==> config.mk <==
export PLATFORM = sky130hd
export DESIGN_NAME = wmes_weight_store
export DESIGN_NICKNAME = d
export VERILOG_FILES = /design/src/rtl/wmes_pkg.sv /design/src/rtl/wmes_weight_store.sv
export SDC_FILE = /design/constraint.sdc
export NUM_CORES = 2
export LEC_CHECK = 0
export BUFFER_PORTS_ARGS = -buffer_cell sky130_fd_sc_hd__clkbuf_2
export CAP_MARGIN = 20
export CORE_MARGIN = 1
export CORE_UTILIZATION = 40
export CTS_BUF_LIST = sky130_fd_sc_hd__clkbuf_4 sky130_fd_sc_hd__clkbuf_8
export CTS_CLUSTER_DIAMETER = 120
export CTS_CLUSTER_SIZE = 12
export DETAILED_ROUTE_END_ITERATION = 8
export GPL_TIMING_DRIVEN = 0
export PLACE_DENSITY_LB_ADDON = 0.12
export SLEW_MARGIN = 25
export SYNTH_ARGS = -nofsm -noshare
export SYNTH_HDL_FRONTEND = slang
export SYNTH_SLANG_ARGS = --single-unit
export TNS_END_PERCENT = 5
==> constraint.sdc <==
create_clock -name clock -period 4.1 [get_ports clock]
set_clock_uncertainty 0.15 [all_clocks]
set_input_delay 0 -clock clock [delete_from_list [all_inputs] [get_ports clock]]
set_output_delay 0 -clock clock [all_outputs]
set_load 0.05 [all_outputs]
==> src/rtl/wmes_pkg.sv <==
// shared constants for the weighted majority expert select block
// no dependencies
package wmes_pkg;

   localparam int DEF_MAX_EXPERTS = 64;
   localparam int DEF_WEIGHT_BITS = 32;

   localparam int ALPHA_BITS     = 16;
   localparam int NUSE_BITS      = 7;
   localparam int VOTE_BITS      = 64;
   localparam int FRAC_BITS      = 32;
   localparam int CHOSEN_BITS    = 6;
   localparam int CSR_DATA_BITS  = 16;
   localparam int CSR_INDEX_BITS = 2;

   localparam logic [CSR_INDEX_BITS-1:0] CSR_ALPHA = 2'd0;
   localparam logic [CSR_INDEX_BITS-1:0] CSR_NUSE  = 2'd1;

   localparam logic [ALPHA_BITS-1:0] ALPHA_RESET = 16'd32768;
   localparam logic [NUSE_BITS-1:0]  NUSE_RESET  = 7'd64;

endpackage

==> src/rtl/wmes_weight_store.sv <==
// weight memory: one write and one registered read port per cycle
// per-entry valid bits give the reset weight until an entry is written; uses wmes_pkg
module wmes_weight_store
   import wmes_pkg::*;
#(
   parameter int DEPTH = DEF_MAX_EXPERTS,
   parameter int WIDTH = DEF_WEIGHT_BITS,
   localparam int ADDR_BITS = (DEPTH > 1) ? $clog2(DEPTH) : 1
) (
   input  logic                 clock,
   input  logic                 reset,
   input  logic                 rd_en,
   input  logic [ADDR_BITS-1:0] rd_addr,
   output logic [WIDTH-1:0]     rd_data,
   input  logic                 wr_en,
   input  logic [ADDR_BITS-1:0] wr_addr,
   input  logic [WIDTH-1:0]     wr_data
);

   localparam logic [WIDTH-1:0] WEIGHT_RESET = {1'b1, {(WIDTH-1){1'b0}}};

   logic [WIDTH-1:0] mem [DEPTH];
   logic [DEPTH-1:0] valid_ff;
   logic [WIDTH-1:0] rd_data_ff;
   logic             rd_valid_ff;

   always_ff @(posedge clock) begin
      if (wr_en) begin
         mem[wr_addr] <= wr_data;
      end
      if (rd_en) begin
         rd_data_ff <= mem[rd_addr];
      end
   end

   always_ff @(posedge clock) begin
      if (reset) begin
         valid_ff    <= '0;
         rd_valid_ff <= 1'b0;
      end else begin
         if (wr_en) begin
            valid_ff[wr_addr] <= 1'b1;
         end
         if (rd_en) begin
            rd_valid_ff <= valid_ff[rd_addr];
         end
      end
   end

   // never-written entries still hold the reset weight
   assign rd_data = rd_valid_ff ? rd_data_ff : WEIGHT_RESET;

endmodule

==> results.cfg <==
[route]
drtAntennaViolNets = 0
detail_route.wl_per_cell_um = 33.7
route.vias.total = 37100
routed_wl_um = 219000
viasPerCell = 5.70
drtPass1Iterations = 5
drt-initial-drc-count = 4296
remaining_drc_errors = 0

[synth]
synth_nets = 3371
avgSynthCellArea_sq_um = 24.5
netlist_instances = 3323
seq_area_frac_synth = 0.783
synth_ff_type = edfxtp_1
synth_edf_count = 2080
async_reset_ff_frac = 0
synth_cell_type_count = 33
synth_warnings = 0
netlist_area_sq_um = 81500
ys_seq_elements = 2145

[timing]
period_share = 0.782
min_period_ps = 3210
setup_viol = 0
rsz0062_at_grt = false
max_freq_mhz = 312
drv_slew = 0
worst_slew_pin_slew_ps = 1110
slew_headroom = 0.263
finalHoldViolCount = 0

[power]
p_per_area_nw_per_um2 = 415
vdd_drop_max_mv = 0.263
total_power_mw = 38.4
leakagePower_nw = 28.2

[final_layout]
fin_nets = 3836
multi_input_area_sq_um = 17300
final-seq-area_sq_um = 63800
area_growth_pct = 13.5
stdcell_count = 6507
layout-drive-gt1-share = 0.339
fillers = 16700
fin_area_sq_um = 92400

[place]
globalplace.congestion = 0.824
dpl_cell_area_sq_um = 88900
hpwl_um = 151000
dp.cells = 6214
io_buffer_count = 74

[global_route]
grt_usage = 0.216
grt_pass1_wl_um = 307000
grt_pass1_vias = 38100
grt_max_degree = 65
grt_overflow = 0
grt_antenna_before_repair = 17

[critical_path]
worstSetupStartpointType = input port
critPathKind = in2reg
cp_max_fo = 10
endpoint_kind = register
critPathArrivalTime_ps = 3750
worstPathRequired_ps = 4640

[clock_network]
cts_buffers = 196
clk_path_buf_depth = 3
htree_num_levels = 4
cts_tree = done
clk_latency_ps = 980
cts_repair_resize_count = 0
clock-root-buffer = clkbuf_8
path_clk_slew_ps = 90
cts.sinks = 2145

[floorplanning]
die_w_um = 453
rows = 165
start_util = 0.403
die_area_sq_um = 205000
die_y_um = 453
io_pins = 80
core_area_sq_um = 202000

[run_status]
outcome = finished clean

[job]
max_cap_viol_count = 0

[worst_hold_path]
hold_class = in2reg
[critical path, cell delays in order]
cell      delay, ps
clkbuf_2        530
buf_2           550
buf_2           510
buf_2           590
mux4_2          390
mux2i_1         310
mux2i_1         180
mux2i_1         460
mux2i_1         180
[registers in the layout (all words and copies together) (netlist names)]
signal / count
valid_ff: 64
rd_valid_ff: 1
rd_data_ff: 32
mem: 2048
[cell families (layout without fill, tap and decap cells)]
family / after synthesis / count (layout) / synth area share
flip-flops: 2145 / 2145 / 0.783
multiplexers: 717 / 717 / 0.191
AND/OR/NAND/NOR: 266 / 266 / 0.0143
buffers and inverters: 176 / 675 / 0.0102
AO/OA/AOI/OAI: 19 / 19 / 0.00177
other: 0 / 13 / 0
[cell type report]
type,instances,share of cell area
sequential,2145,0.690
multi-input combinational,1002,0.188
timing repair buffer,267,0.0442
tap,2672,0.0362
clock buffer,218,0.0311
buffer,174,0.00929
clock inverter,14,0.00149
antenna,13,0.000352
inverter,2,0.0000812
[worst paths after layout]
| check | from | endpoint | slack [ps] | depth (start not counted) |
|---|---|---|---|---|
| worst max-delay path | rd_addr[1] | rd_data_ff[9] | 890 | 9 |
| worst min-delay path | wr_data[19] | mem[8][19] | 150 | 2 |
| worst max register to register | mem[23][24] | rd_data_ff[24] | 1490 | 4 |
| worst min register to register | valid_ff[36] | valid_ff[36] | 320 | 2 |
[through the flow]
step                      setup TNS, ps  worst slack [ps]  hold WS [ps]  utilization
after floorplan                       0               756         -51.1            -
after global placement         -2022930             -3050           122        0.421
after detailed placement           -122             -81.3           130        0.439
after CTS                             0              1010          51.8        0.457
after global routing                  0               784           122        0.457
final                                 0               895           149        0.457
[report_power, final]
part	internal, mW	switching (mW)
clock	4.56	7.10
combinational	0.933	1.53
sequential	24.2	0.0509
[placed cells by master (no fill, tap or decap), types with 3 or more instances in the layout]
cell type	synthesis	routed
buf_16	0	71
nand2_1	11	11
clkbuf_8	0	198
inv_8	0	3
nor2_4	0	60
clkinvlp_4	0	3
buf_1	18	12
inv_6	0	5
edfxtp_1	2080	2080
mux2_2	3	3
nor3_2	0	4
nor2b_1	12	12
clkbuf_2	0	61
o21ba_2	4	4
nor2_1	184	124
clkbuf_1	78	58
buf_12	0	49
buf_4	20	39
nand2b_1	6	6
nand3_1	9	9
and2_1	32	32
dfxtp_1	65	65
dlygate4sd3_1	0	47
diode_2	0	13
mux2i_1	44	44
buf_6	4	9
buf_2	54	62
mux4_2	670	670
clkbuf_4	0	51
[what timing repair did]
| action | CTS | global route |
|---|---|---|
| buffers inserted | 0 | 0 |
| hold buffers | 46 | 1 |
| endpoints found under the hold margin | 2787 | 15 |
[cells in the mapped netlist (3+ instances only)]
cell / count / area (sq um)
nand2b_1: 6 / 37.5
o21ba_2: 4 / 40.0
edfxtp_1: 2080 / 62500
mux2i_1: 44 / 440
buf_1: 18 / 67.6
clkbuf_1: 78 / 293
nor3_1: 5 / 25.0
buf_6: 4 / 45.0
and2_1: 32 / 200
dfxtp_1: 65 / 1300
nor2b_1: 12 / 75.1
nor2_1: 184 / 691
nand2_1: 11 / 41.3
mux2_2: 3 / 33.8
buf_2: 54 / 270
mux4_2: 670 / 15100
buf_4: 20 / 150
nand3_1: 9 / 45.0
[layer usage]
layer,part of all wire,vias to the layer above,wire (um),GRT usage
met5,0,-,0,0
met4,0.023,0,4960,0.0518
met3,0.058,261,12800,0.0343
met2,0.49,1130,106000,0.348
met1,0.43,20700,95300,0.311
li1,-,15000,-,-
Power figures use the tool's default switching activity.
